`src/design/odsplit_pkg.sv`:
```
// shared types, constants and helpers for the ordered delimiter splitter
`timescale 1ns / 1ps
`default_nettype none
package odsplit_pkg;

    localparam int MAX_DELIMITERS = 8;
    localparam int BYTE_W         = 8;
    localparam int CNT_W          = 4;
    localparam int IDX_W          = 3;
    localparam int LIST_W         = MAX_DELIMITERS * BYTE_W;
    localparam int CFG_ADDR_W     = 1;
    localparam int OUT_DATA_W     = 16;

    // configuration register indexes
    localparam logic [CFG_ADDR_W-1:0] CFG_DELIM_LIST  = 1'b0;
    localparam logic [CFG_ADDR_W-1:0] CFG_DELIM_COUNT = 1'b1;

    localparam logic [CNT_W-1:0] TOKENS_MAX = CNT_W'(MAX_DELIMITERS + 1);

    // classified byte handed from the front to the back
    typedef struct packed {
        logic [BYTE_W-1:0]         data;
        logic                      last;
        logic                      in_set;
        logic [MAX_DELIMITERS-1:0] match;
    } t_cls;

    // delimiter count clamped to the list size
    function automatic logic [CNT_W-1:0] active_count(input logic [CNT_W-1:0] cnt);
        logic [CNT_W-1:0] res;
        res = cnt;
        if (cnt > CNT_W'(MAX_DELIMITERS)) begin
            res = CNT_W'(MAX_DELIMITERS);
        end
        return res;
    endfunction

endpackage
`default_nettype wire

```
`src/design/odsplit_front.sv`:
```
// front stage: takes bytes and compares them against the delimiter list
`timescale 1ns / 1ps
`default_nettype none
module odsplit_front (
    input  wire logic                                  i_clk,
    input  wire logic                                  i_rst_n,
    input  wire logic [odsplit_pkg::LIST_W-1:0]        i_list,
    input  wire logic [odsplit_pkg::CNT_W-1:0]         i_count,
    input  wire logic                                  i_valid,
    output logic                                       o_ready,
    input  wire logic [odsplit_pkg::BYTE_W-1:0]        i_data,
    input  wire logic                                  i_last,
    output logic                                       o_valid,
    input  wire logic                                  i_ready,
    output odsplit_pkg::t_cls                          o_cls
);

    logic                      r_valid;
    odsplit_pkg::t_cls         r_cls;
    odsplit_pkg::t_cls         n_cls;
    logic [odsplit_pkg::MAX_DELIMITERS-1:0] w_match;

    // parallel compare, masked to the active part of the list
    always_comb begin
        for (int k = 0; k < odsplit_pkg::MAX_DELIMITERS; k++) begin
            w_match[k] = (i_list[k*odsplit_pkg::BYTE_W +: odsplit_pkg::BYTE_W] == i_data)
                         && (odsplit_pkg::CNT_W'(k) < i_count);
        end
        n_cls.data   = i_data;
        n_cls.last   = i_last;
        n_cls.match  = w_match;
        n_cls.in_set = |w_match;
    end

    assign o_ready = !r_valid || i_ready;
    assign o_valid = r_valid;
    assign o_cls   = r_cls;

    always_ff @(posedge i_clk) begin
        if (!i_rst_n) begin
            r_valid <= 1'b0;
        end else if (o_ready) begin
            r_valid <= i_valid;
        end
    end

    always_ff @(posedge i_clk) begin
        if (o_ready && i_valid) begin
            r_cls <= n_cls;
        end
    end

endmodule
`default_nettype wire

```
`src/design/odsplit_fifo.sv`:
```
// two-entry queue between the front and the back
`timescale 1ns / 1ps
`default_nettype none
module odsplit_fifo (
    input  wire logic              i_clk,
    input  wire logic              i_rst_n,
    input  wire logic              i_valid,
    output logic                   o_ready,
    input  wire odsplit_pkg::t_cls i_cls,
    output logic                   o_valid,
    input  wire logic              i_ready,
    output odsplit_pkg::t_cls      o_cls
);

    odsplit_pkg::t_cls r_mem [2];
    logic              r_wptr;
    logic              r_rptr;
    logic [1:0]        r_cnt;
    logic              w_push;
    logic              w_pop;

    assign o_ready = (r_cnt != 2'd2);
    assign o_valid = (r_cnt != 2'd0);
    assign o_cls   = r_mem[r_rptr];
    assign w_push  = i_valid && o_ready;
    assign w_pop   = o_valid && i_ready;

    always_ff @(posedge i_clk) begin
        if (!i_rst_n) begin
            r_wptr <= 1'b0;
            r_rptr <= 1'b0;
            r_cnt  <= 2'd0;
        end else begin
            if (w_push) begin
                r_wptr <= !r_wptr;
            end
            if (w_pop) begin
                r_rptr <= !r_rptr;
            end
            case ({w_push, w_pop})
                2'b10:   r_cnt <= r_cnt + 2'd1;
                2'b01:   r_cnt <= r_cnt - 2'd1;
                default: r_cnt <= r_cnt;
            endcase
        end
    end

    always_ff @(posedge i_clk) begin
        if (w_push) begin
            r_mem[r_wptr] <= i_cls;
        end
    end

endmodule
`default_nettype wire

```
`src/design/odsplit_back.sv`:
```
// back stage: frame state, token numbering and the output register
`timescale 1ns / 1ps
`default_nettype none
module odsplit_back (
    input  wire logic                              i_clk,
    input  wire logic                              i_rst_n,
    input  wire logic [odsplit_pkg::CNT_W-1:0]     i_count,
    input  wire logic                              i_valid,
    output logic                                   o_ready,
    input  wire odsplit_pkg::t_cls                 i_cls,
    output logic                                   o_valid,
    input  wire logic                              i_ready,
    output logic [odsplit_pkg::BYTE_W-1:0]         o_byte,
    output logic                                   o_is_char,
    output logic [odsplit_pkg::CNT_W-1:0]          o_tok_num,
    output logic                                   o_final,
    output logic                                   o_ok
);

    logic [odsplit_pkg::CNT_W-1:0] r_next;
    logic                          r_failed;
    logic                          r_inside;
    logic [odsplit_pkg::CNT_W-1:0] r_tokens;
    logic [odsplit_pkg::CNT_W-1:0] n_next;
    logic                          n_failed;
    logic                          n_inside;
    logic [odsplit_pkg::CNT_W-1:0] n_tokens;
    logic                          n_is_char;
    logic [odsplit_pkg::CNT_W-1:0] n_tok_num;
    logic                          n_ok;
    logic                          r_valid;
    logic                          w_take;

    assign o_ready = !r_valid || i_ready;
    assign o_valid = r_valid;
    assign w_take  = i_valid && o_ready;

    always_comb begin
        n_next    = r_next;
        n_failed  = r_failed;
        n_inside  = r_inside;
        n_tokens  = r_tokens;
        n_is_char = 1'b0;
        n_tok_num = '0;
        if (i_cls.in_set) begin
            n_inside = 1'b0;
            if (r_next >= i_count) begin
                n_failed = 1'b1;
            end else begin
                // r_next is below the active count here, so it fits the index
                if (!i_cls.match[r_next[odsplit_pkg::IDX_W-1:0]]) begin
                    n_failed = 1'b1;
                end
                n_next = r_next + odsplit_pkg::CNT_W'(1);
            end
        end else begin
            n_is_char = 1'b1;
            if (!r_inside) begin
                n_inside = 1'b1;
                if (r_tokens < odsplit_pkg::TOKENS_MAX) begin
                    n_tokens = r_tokens + odsplit_pkg::CNT_W'(1);
                end
            end
            n_tok_num = n_tokens - odsplit_pkg::CNT_W'(1);
        end
        n_ok = i_cls.last && !n_failed && (i_count != '0) && (n_next == i_count);
    end

    always_ff @(posedge i_clk) begin
        if (!i_rst_n) begin
            r_valid  <= 1'b0;
            r_next   <= '0;
            r_failed <= 1'b0;
            r_inside <= 1'b0;
            r_tokens <= '0;
        end else begin
            if (o_ready) begin
                r_valid <= i_valid;
            end
            if (w_take) begin
                if (i_cls.last) begin
                    r_next   <= '0;
                    r_failed <= 1'b0;
                    r_inside <= 1'b0;
                    r_tokens <= '0;
                end else begin
                    r_next   <= n_next;
                    r_failed <= n_failed;
                    r_inside <= n_inside;
                    r_tokens <= n_tokens;
                end
            end
        end
    end

    always_ff @(posedge i_clk) begin
        if (w_take) begin
            o_byte    <= i_cls.data;
            o_is_char <= n_is_char;
            o_tok_num <= n_tok_num;
            o_final   <= i_cls.last;
            o_ok      <= n_ok;
        end
    end

endmodule
`default_nettype wire

```
`src/design/ordered_delimiter_splitter.sv`:
```
// top level of the ordered delimiter splitter
// Splits a byte stream into tokens at an ordered list of up to eight delimiter
// bytes. Every input byte gives exactly one output request. A byte in the active
// part of the list is a delimiter (tuser 0) and must be the next delimiter in list
// order; anything else sets a sticky failure for the message. Other bytes are token
// characters (tuser 1) tagged with a 0-based token number; runs of delimiters make no
// empty tokens. The request for the last byte (tlast) carries frame_ok, set when no
// failure happened and every active delimiter was seen exactly once; the state then
// clears for the next message. Throughput is one byte per clock while the output is
// not stalled, passing through the compare register, two-entry queue and output
// register; updating the frame state in the back stage once per byte is what allows
// that rate. Write the configuration registers only while no byte is in flight.
`timescale 1ns / 1ps
`default_nettype none
module ordered_delimiter_splitter (
    input  wire logic                                   i_clk,
    input  wire logic                                   i_rst_n,
    // configuration write port
    input  wire logic                                   i_cfg_we,
    input  wire logic [odsplit_pkg::CFG_ADDR_W-1:0]     i_cfg_addr,
    input  wire logic [odsplit_pkg::LIST_W-1:0]         i_cfg_wdata,
    // byte input
    input  wire logic                                   s_axis_tvalid,
    output logic                                        s_axis_tready,
    input  wire logic [7:0]                             s_axis_tdata,  // data_byte
    input  wire logic                                   s_axis_tlast,  // last_byte
    // result output
    output logic                                        m_axis_tvalid,
    input  wire logic                                   m_axis_tready,
    output logic [odsplit_pkg::OUT_DATA_W-1:0]          m_axis_tdata,  // token_byte,
                                                                       // token_number,
                                                                       // frame_ok, zero pad
    output logic [0:0]                                  m_axis_tuser,  // is_token_char
    output logic                                        m_axis_tlast   // is_final
);

    logic [odsplit_pkg::LIST_W-1:0] r_list;
    logic [odsplit_pkg::CNT_W-1:0]  r_count;
    logic [odsplit_pkg::CNT_W-1:0]  w_count;

    logic              w_f_valid;
    logic              w_f_ready;
    odsplit_pkg::t_cls w_f_cls;
    logic              w_q_valid;
    logic              w_q_ready;
    odsplit_pkg::t_cls w_q_cls;

    logic [odsplit_pkg::BYTE_W-1:0] w_byte;
    logic [odsplit_pkg::CNT_W-1:0]  w_tok_num;
    logic                           w_ok;
    logic                           w_is_char;

    // configuration registers
    always_ff @(posedge i_clk) begin
        if (!i_rst_n) begin
            r_list  <= '0;
            r_count <= odsplit_pkg::CNT_W'(1);
        end else if (i_cfg_we) begin
            case (i_cfg_addr)
                odsplit_pkg::CFG_DELIM_LIST:  r_list  <= i_cfg_wdata;
                odsplit_pkg::CFG_DELIM_COUNT: r_count <= i_cfg_wdata[odsplit_pkg::CNT_W-1:0];
                default:                      r_list  <= r_list;
            endcase
        end
    end

    // counts above the list size act as a full list
    assign w_count = odsplit_pkg::active_count(r_count);

    odsplit_front u_front (
        .i_clk   (i_clk),
        .i_rst_n (i_rst_n),
        .i_list  (r_list),
        .i_count (w_count),
        .i_valid (s_axis_tvalid),
        .o_ready (s_axis_tready),
        .i_data  (s_axis_tdata),
        .i_last  (s_axis_tlast),
        .o_valid (w_f_valid),
        .i_ready (w_f_ready),
        .o_cls   (w_f_cls)
    );

    // lets the compare stage run ahead while the output stalls
    odsplit_fifo u_fifo (
        .i_clk   (i_clk),
        .i_rst_n (i_rst_n),
        .i_valid (w_f_valid),
        .o_ready (w_f_ready),
        .i_cls   (w_f_cls),
        .o_valid (w_q_valid),
        .i_ready (w_q_ready),
        .o_cls   (w_q_cls)
    );

    odsplit_back u_back (
        .i_clk     (i_clk),
        .i_rst_n   (i_rst_n),
        .i_count   (w_count),
        .i_valid   (w_q_valid),
        .o_ready   (w_q_ready),
        .i_cls     (w_q_cls),
        .o_valid   (m_axis_tvalid),
        .i_ready   (m_axis_tready),
        .o_byte    (w_byte),
        .o_is_char (w_is_char),
        .o_tok_num (w_tok_num),
        .o_final   (m_axis_tlast),
        .o_ok      (w_ok)
    );

    assign m_axis_tdata = {3'b000, w_ok, w_tok_num, w_byte};
    assign m_axis_tuser = w_is_char;

endmodule
`default_nettype wire

```
`config.mk`:
```
export PLATFORM = sky130hd
export DESIGN_NAME = ordered_delimiter_splitter
export DESIGN_NICKNAME = d
export VERILOG_FILES = /design/src/design/odsplit_pkg.sv /design/src/design/odsplit_front.sv /design/src/design/odsplit_fifo.sv /design/src/design/odsplit_back.sv /design/src/design/ordered_delimiter_splitter.sv
export SDC_FILE = /design/constraint.sdc
export NUM_CORES = 1
export LEC_CHECK = 0
export BUFFER_PORTS_ARGS = -buffer_cell sky130_fd_sc_hd__buf_4
export CORE_ASPECT_RATIO = 0.75
export CORE_MARGIN = 1.5
export CORE_UTILIZATION = 45
export CTS_BUF_LIST = sky130_fd_sc_hd__clkbuf_16
export DETAILED_ROUTE_END_ITERATION = 8
export GPL_ROUTABILITY_DRIVEN = 0
export PLACE_DENSITY = 0.65
export SYNTH_ARGS = -nofsm -noshare
export SYNTH_HDL_FRONTEND = slang
export SYNTH_SLANG_ARGS = --single-unit
```
`constraint.sdc`:
```
create_clock -name i_clk -period 2.9 [get_ports i_clk]
set_input_delay 0.58 -clock i_clk [delete_from_list [all_inputs] [get_ports i_clk]]
set_output_delay 0.58 -clock i_clk [all_outputs]
set_load 0.01 [all_outputs]
```
# == After elaboration in Yosys (flattened, before gate mapping) ==
# Memories as Yosys holds them, arrays and structs flattened. A register that Yosys moved wholly into a read port is not among the register bits.
# Cells that the tools add are included.
# classes
n_bitwise,1
order_cmp,12
n_eq_ne,13
n_reduce_logical,28
add_sub_neg,5
n_mux,22
# op_table
cell,n
== test 8 bit,8
two-way mux 4 bit,9
"< comparator 3 x 4 -> 1 bit, first input constant",4
logical AND 1 bit,14
two-way mux 1 bit,11
"adder 4 x 1 -> 4 bit, second input constant",2
"< comparator 1 x 4 -> 1 bit, first input constant",2
"< comparator 2 x 4 -> 1 bit, first input constant",2
OR reduction 8 bit,1
AND reduction 2 bit,3
logical NOT 1 bit,5
== test 4 bit,1
>= comparator 4 bit,1
"greater-than comparator 4 bit, second input constant",1
"< comparator 3 x 4 -> 1 bit, second input constant",1
"< comparator 4 bit, second input constant",1
case mux 2 bit (2 select lines),1
nonzero test 2 bit,2
nonzero test 4 bit,1
"subtractor 4 x 1 -> 4 bit, second input constant",1
binary-select mux 1 bit (select 3 bit),1
"adder 2 x 1 -> 2 bit, second input constant",1
"== test 2 x 1 -> 1 bit, second input constant",1
"== test 2 bit, second input constant",1
5 further kinds,6
# word_totals
memories,1
mem_bits_rw,36
regBits,117
out_inout_bits,20
# mem_list
memory,depth,word_bits,rd,rd_clocked_by_memory_dff,write_ports,line,source
u_fifo.r_mem,2,18,1,1,1,odsplit_fifo.sv:15,odsplit_pkg::t_cls r_mem [2];

# == Logic depth before layout (Yosys ltp) ==
# depth
depth_word,9
mapped_depth,10

# == Modules after synthesis ==
# A second synthesis with hierarchy kept.
# unflattened
hier_cells,641
area_unflattened_um2,7268.2
# by_module_without_submodules
module,n_inst,cells_per_inst,area_each_um2
ordered_delimiter_splitter,1,303,2844.0
odsplit_fifo,1,80,1529.0
odsplit_front,1,132,1486.4
odsplit_back,1,126,1408.9

# == Worst setup path before layout ==
# No wires, ideal clock.
# synth_path
path_kind,input port to flip-flop
startpoint,input m_axis_tready
endpoint,register u_fifo.r_cnt[1]
setup_time_ps,76
arrival_time_ps,2332
path_stages,7
slack_ps,492
path_buffers,1
cell_sequence,nor2b_1 -> or2_1 -> clkbuf_1 -> inv_1 -> ha_1 -> or3_1 -> a21boi_0
# synth_between
elab_chain_cells,4
# synth_rtl
item,line,source
start: declaration,ordered_delimiter_splitter.sv:29,"input wire logic m_axis_tready,"
logical OR 1 bit (*),odsplit_back.sv:34,assign o_ready = !r_valid || i_ready;
logical AND 1 bit (*),-,
net u_back.w_take,odsplit_back.sv:32,logic w_take;
== test 2 x 1 -> 1 bit or == test 2 bit (tied branches),odsplit_fifo.sv:40,"case ({w_push, w_pop})"
case mux 2 bit (2 select lines) or nonzero test 2 bit (tied branches),-,
end signal: assignment,odsplit_fifo.sv:41,2'b10: r_cnt <= r_cnt + 2'd1;
end signal: assignment,odsplit_fifo.sv:42,2'b01: r_cnt <= r_cnt - 2'd1;
end signal: assignment,odsplit_fifo.sv:43,default: r_cnt <= r_cnt;
end: declaration,odsplit_fifo.sv:18,logic [1:0] r_cnt;
# Mark *: on every way through the listed nets, which the timed path passes. The rest lies on a longest branch.
# A chain may end at the register's enable or synchronous reset.

# == Worst setup path in the final report ==
# layout_path
startpoint,register r_count[2] (netlist name)
endpoint,"register u_back.o_ok, data pin"
# layout_between
elab_chain_cells,9
# layout_rtl
item,line,source
start: declaration,ordered_delimiter_splitter.sv:38,logic [odsplit_pkg::CNT_W-1:0] r_count;
start signal: assignment,ordered_delimiter_splitter.sv:57,r_count <= odsplit_pkg::CNT_W'(1);
start signal: assignment,ordered_delimiter_splitter.sv:61,odsplit_pkg::CFG_DELIM_COUNT: r_count <= i_cfg_wdata[odsplit_pkg::CNT_W-1:0];
greater-than comparator 4 bit,odsplit_pkg.sv:32,if (cnt > CNT_W'(MAX_DELIMITERS)) begin
two-way mux 4 bit (*),odsplit_pkg.sv:32,
>= comparator 4 bit,odsplit_back.sv:47,if (r_next >= i_count) begin
two-way mux 1 bit,odsplit_back.sv:47,
two-way mux 1 bit,odsplit_back.sv:45,if (i_cls.in_set) begin
logical NOT 1 bit,odsplit_back.sv:66,n_ok = i_cls.last && !n_failed && (i_count != '0) && (n_next == i_count);
logical AND 1 bit (2 in a row),odsplit_back.sv:66,
logical AND 1 bit (*),odsplit_back.sv:66,
net u_back.n_ok,odsplit_back.sv:30,logic n_ok;
end signal: assignment,odsplit_back.sv:102,o_ok <= n_ok;
end: declaration,odsplit_back.sv:17,output logic o_ok
# Marks and branches as above.

==> flow_metrics.env <==
export IMPL_grt_pass1_wl_um=23450
export IMPL_power_density_nw_per_um2=740.8
export IMPL_maxSlewViolCount=0
export IMPL_skew_ps=5.688
export IMPL_p_int_mw=4.590
export IMPL_cts_setup_buffers=0
export IMPL_holdCritStartpoint="s_axis_tlast"
export IMPL_status="finished, final reports clean"
export IMPL_path_class="reg -> reg"
export IMPL_io_pins=99
export IMPL_async_reset_ff_share_pct=0
export IMPL_std_cell_rows=38
export IMPL_hold_path_end="u_front.o_cls[9]$_DFFE_PP_"
export IMPL_critPathMaxFanout=8
export IMPL_pwr_share_comb_pct=16.9
export IMPL_p_sw_share_pct=25.54
export IMPL_min_path_type="in -> reg"
export IMPL_start_util_pct=46.72
export IMPL_worstReg2RegStart="r_count[2]$_SDFFE_PN0P_"
export IMPL_fp_coreArea_um2=14640
export IMPL_synth_top_area_cell="edfxtp_1"
export IMPL_clkPwrFrac_pct=39.4
export IMPL_die_h_um=109.8
export IMPL_root_buffer="clkbuf_16"
export IMPL_via_count=4727
export IMPL_synth_edf_count=69
export IMPL_cts_sinks=154
export IMPL_layout_drive_gt1_share_pct=20.16
export IMPL_synthTopCellsByArea="edfxtp_1 30%, dfxtp_1 25%, a21boi_0 8.0%"
export IMPL_hold_viol_final=0
export IMPL_synth_most_common_cell="nand2_1"
export IMPL_track_usage_pct=19.54
export IMPL_syn_area_um2=6842
export IMPL_avgSynthCellArea_um2=10.76
export IMPL_finalCriticalPeriod_ps=2503
export IMPL_drtAntennaViolNets=0
export IMPL_grt_max_degree=87
export IMPL_ctsHoldBuffers=0
export IMPL_path_cells="nor2b_1 -> inv_1 -> ha_1 -> a21oi_1 -> o211a_1 -> mux2i_1 -> xor2_1 -> nor4_1"
export IMPL_slowest_stage="dfxtp_1"
export IMPL_leakage_nw=3.083
export IMPL_diodes=0
export IMPL_fin_nets=804
export IMPL_fill_cells=1294
export IMPL_crit_family="simple AND/OR/NAND/NOR gates"
export IMPL_cts_clk_slew_worst_paths_ps=60
export IMPL_max_freq_ghz=0.3995
export IMPL_fin_crit_sh_pct=86.31
export IMPL_power_switching_mw=1.575
export IMPL_rsz0062_at_grt="false"
export IMPL_dieWidth_um=145.4
export IMPL_clk_latency_ps=420
export IMPL_dominantRegCellSynth="dfxtp_1"
export IMPL_routed_wl_um=15010
export IMPL_setup_viol=0
export IMPL_critPathMaxStageDelay_ps=390
export IMPL_place_hpwl_um=10450
export IMPL_drc=0
export IMPL_maxCapViolCount=0
export IMPL_synthDistinctLibCells=58
export IMPL_critPathLaunchType="flop"
export IMPL_yosysWarnings=0
export IMPL_drtPass1Iterations=5
export IMPL_area_delta_synth_final_pct=21.63
export IMPL_cts_repair_resize_count=0
export IMPL_cts_tree="done"
export IMPL_synth_commonest_cells="139 x nand2_1, 85 x dfxtp_1, 73 x a21boi_0"
export IMPL_r2r_end="u_back.o_ok$_DFFE_PP_"
export IMPL_ir_drop_v=0.0003467
export IMPL_ys_seq_area_share_pct=55.16
export IMPL_viasPerCell=5.088
export IMPL_reg2reg_depth=8
export IMPL_layout_setup_ws_ps=396.9
export IMPL_hold_path_depth=1
export IMPL_ctsHtreeMaxLevel=4
export IMPL_pwr_share_seq_pct=43.7
export IMPL_place_worst_setup_slack_ps=431.0
export IMPL_clock_path_buffers=2
export IMPL_first_global_vias=4596
export IMPL_critPathBufInv=1
export IMPL_worstMarginPinSlew_ps=915.7
export IMPL_timing_slew_headroom_pct=38.95
export IMPL_grt_overflow=0
export IMPL_critPathArrivalTime_ps=2730
export IMPL_netlist_area_leader_share_pct=30.29
export IMPL_fin_tns_setup_ps=0
export IMPL_netlist_instances=636
export IMPL_wl_per_cell_um=16.15
export IMPL_antenna_found_initial=0
export IMPL_numCtsBuffers=17
export IMPL_cp_end_kind="flop"
export IMPL_io_buffers=95
export IMPL_die_area_um2=15960
export IMPL_worst_ep_required_time_ps=3130
export IMPL_drt_iter0_markers=230
export IMPL_rrSetupSlack_ps=400
export IMPL_synth_seq_cells=154
[worst max-delay path by stage]
stage | cells after the start | to | start | slack, ps
global route | 8 | u_back.o_ok$_DFFE_PP_ | r_count[2]$_SDFFE_PN0P_ | 210
finish | 8 | u_back.o_ok$_DFFE_PP_ | r_count[2]$_SDFFE_PN0P_ | 400
floorplan | 7 | u_fifo.r_cnt[1]$_SDFFE_PN0P_ | m_axis_tready | 490
global placement | 7 | u_back.o_ok$_DFFE_PP_ | r_count[0]$_SDFFE_PN1P_ | 600
CTS | 8 | u_back.o_ok$_DFFE_PP_ | r_count[2]$_SDFFE_PN0P_ | 430
detailed placement | 8 | u_back.o_ok$_DFFE_PP_ | r_count[2]$_SDFFE_PN0P_ | 430
[registers in the layout, summed over array words and instances (netlist names), 2 cells and up, named ones only]
register,flops
u_back.o_tok_num,4
r_list,64
u_fifo.r_cnt,2
u_front.o_cls,18
u_back.r_next,4
u_fifo.r_mem,36
u_back.r_tokens,4
u_back.o_byte,8
r_count,4
[stage by stage]
step                hold WS (ps)  utilization [%]  instances  power [mW]  instance area, µm²
finish                     338.2            56.83        929       6.165                8322
global route               309.7            56.83        929       6.434                8322
CTS                        315.0            56.83        929       6.223                8322
detailed placement         431.7            52.40        897       3.793                7674
global placement           422.6            52.40        897       3.760                7674
floorplan                  421.5                -        638       3.385                6849
[cells in the final DEF (no fill, tap or decap), types with 7 or more instances in the layout]
cell type,n
nor2_1,7
edfxtp_1,69
and2_1,9
nor4_1,8
nand4_1,10
mux2_2,8
dfxtp_1,85
inv_1,14
clkbuf_16,17
mux2i_1,7
ha_1,9
nand3_1,9
xnor2_1,52
nand2_1,139
a21boi_0,73
buf_4,100
xor2_1,23
[area by class of cell]
type / instances / area (µm²) / share of cell area [%]
Clock buffer: 17 / 425.4 / 5.112
Multi-Input combinational cell: 429 / 2830 / 34.01
Tap cell: 200 / 250.2 / 3.007
Sequential cell: 154 / 3774 / 45.35
Inverter: 13 / 48.80 / 0.5864
Timing Repair Buffer: 101 / 770.7 / 9.262
Clock inverter: 15 / 222.7 / 2.676
[power groups by stage]
stage | Combinational, mW | Clock [mW] | Sequential [mW]
5_1_grt | 1.15 | 2.57 | 2.72
3_3_place_gp | 1.03 | 0 | 2.73
6_report | 1.04 | 2.43 | 2.69
2_1_floorplan | 0.639 | 0 | 2.75
3_5_place_dp | 1.05 | 0 | 2.74
4_1_cts | 1.06 | 2.47 | 2.69
[metal layers]
metal / share of wire [%] / wire length, µm / vias to the layer above / global-route usage [%]
met5: 0 / 0 / - / 0
met4: 0.98 / 147 / 0 / 9.111
met3: 4.7 / 703 / 11 / 4.066
met2: 47 / 7029 / 103 / 31.70
met1: 47 / 7126 / 2263 / 25.39
li1: - / - / 2350 / -
[logic make-up after synthesis]
group / share of synthesized area [%]
buf+inv: 3.731
mux: 3.219
xor+xnor: 9.930
flops: 55.16
fa+ha+maj: 1.646
other cells: 0.05481
simple gates: 14.17
compound gates: 12.09
(Power assumes the default switching activity.)
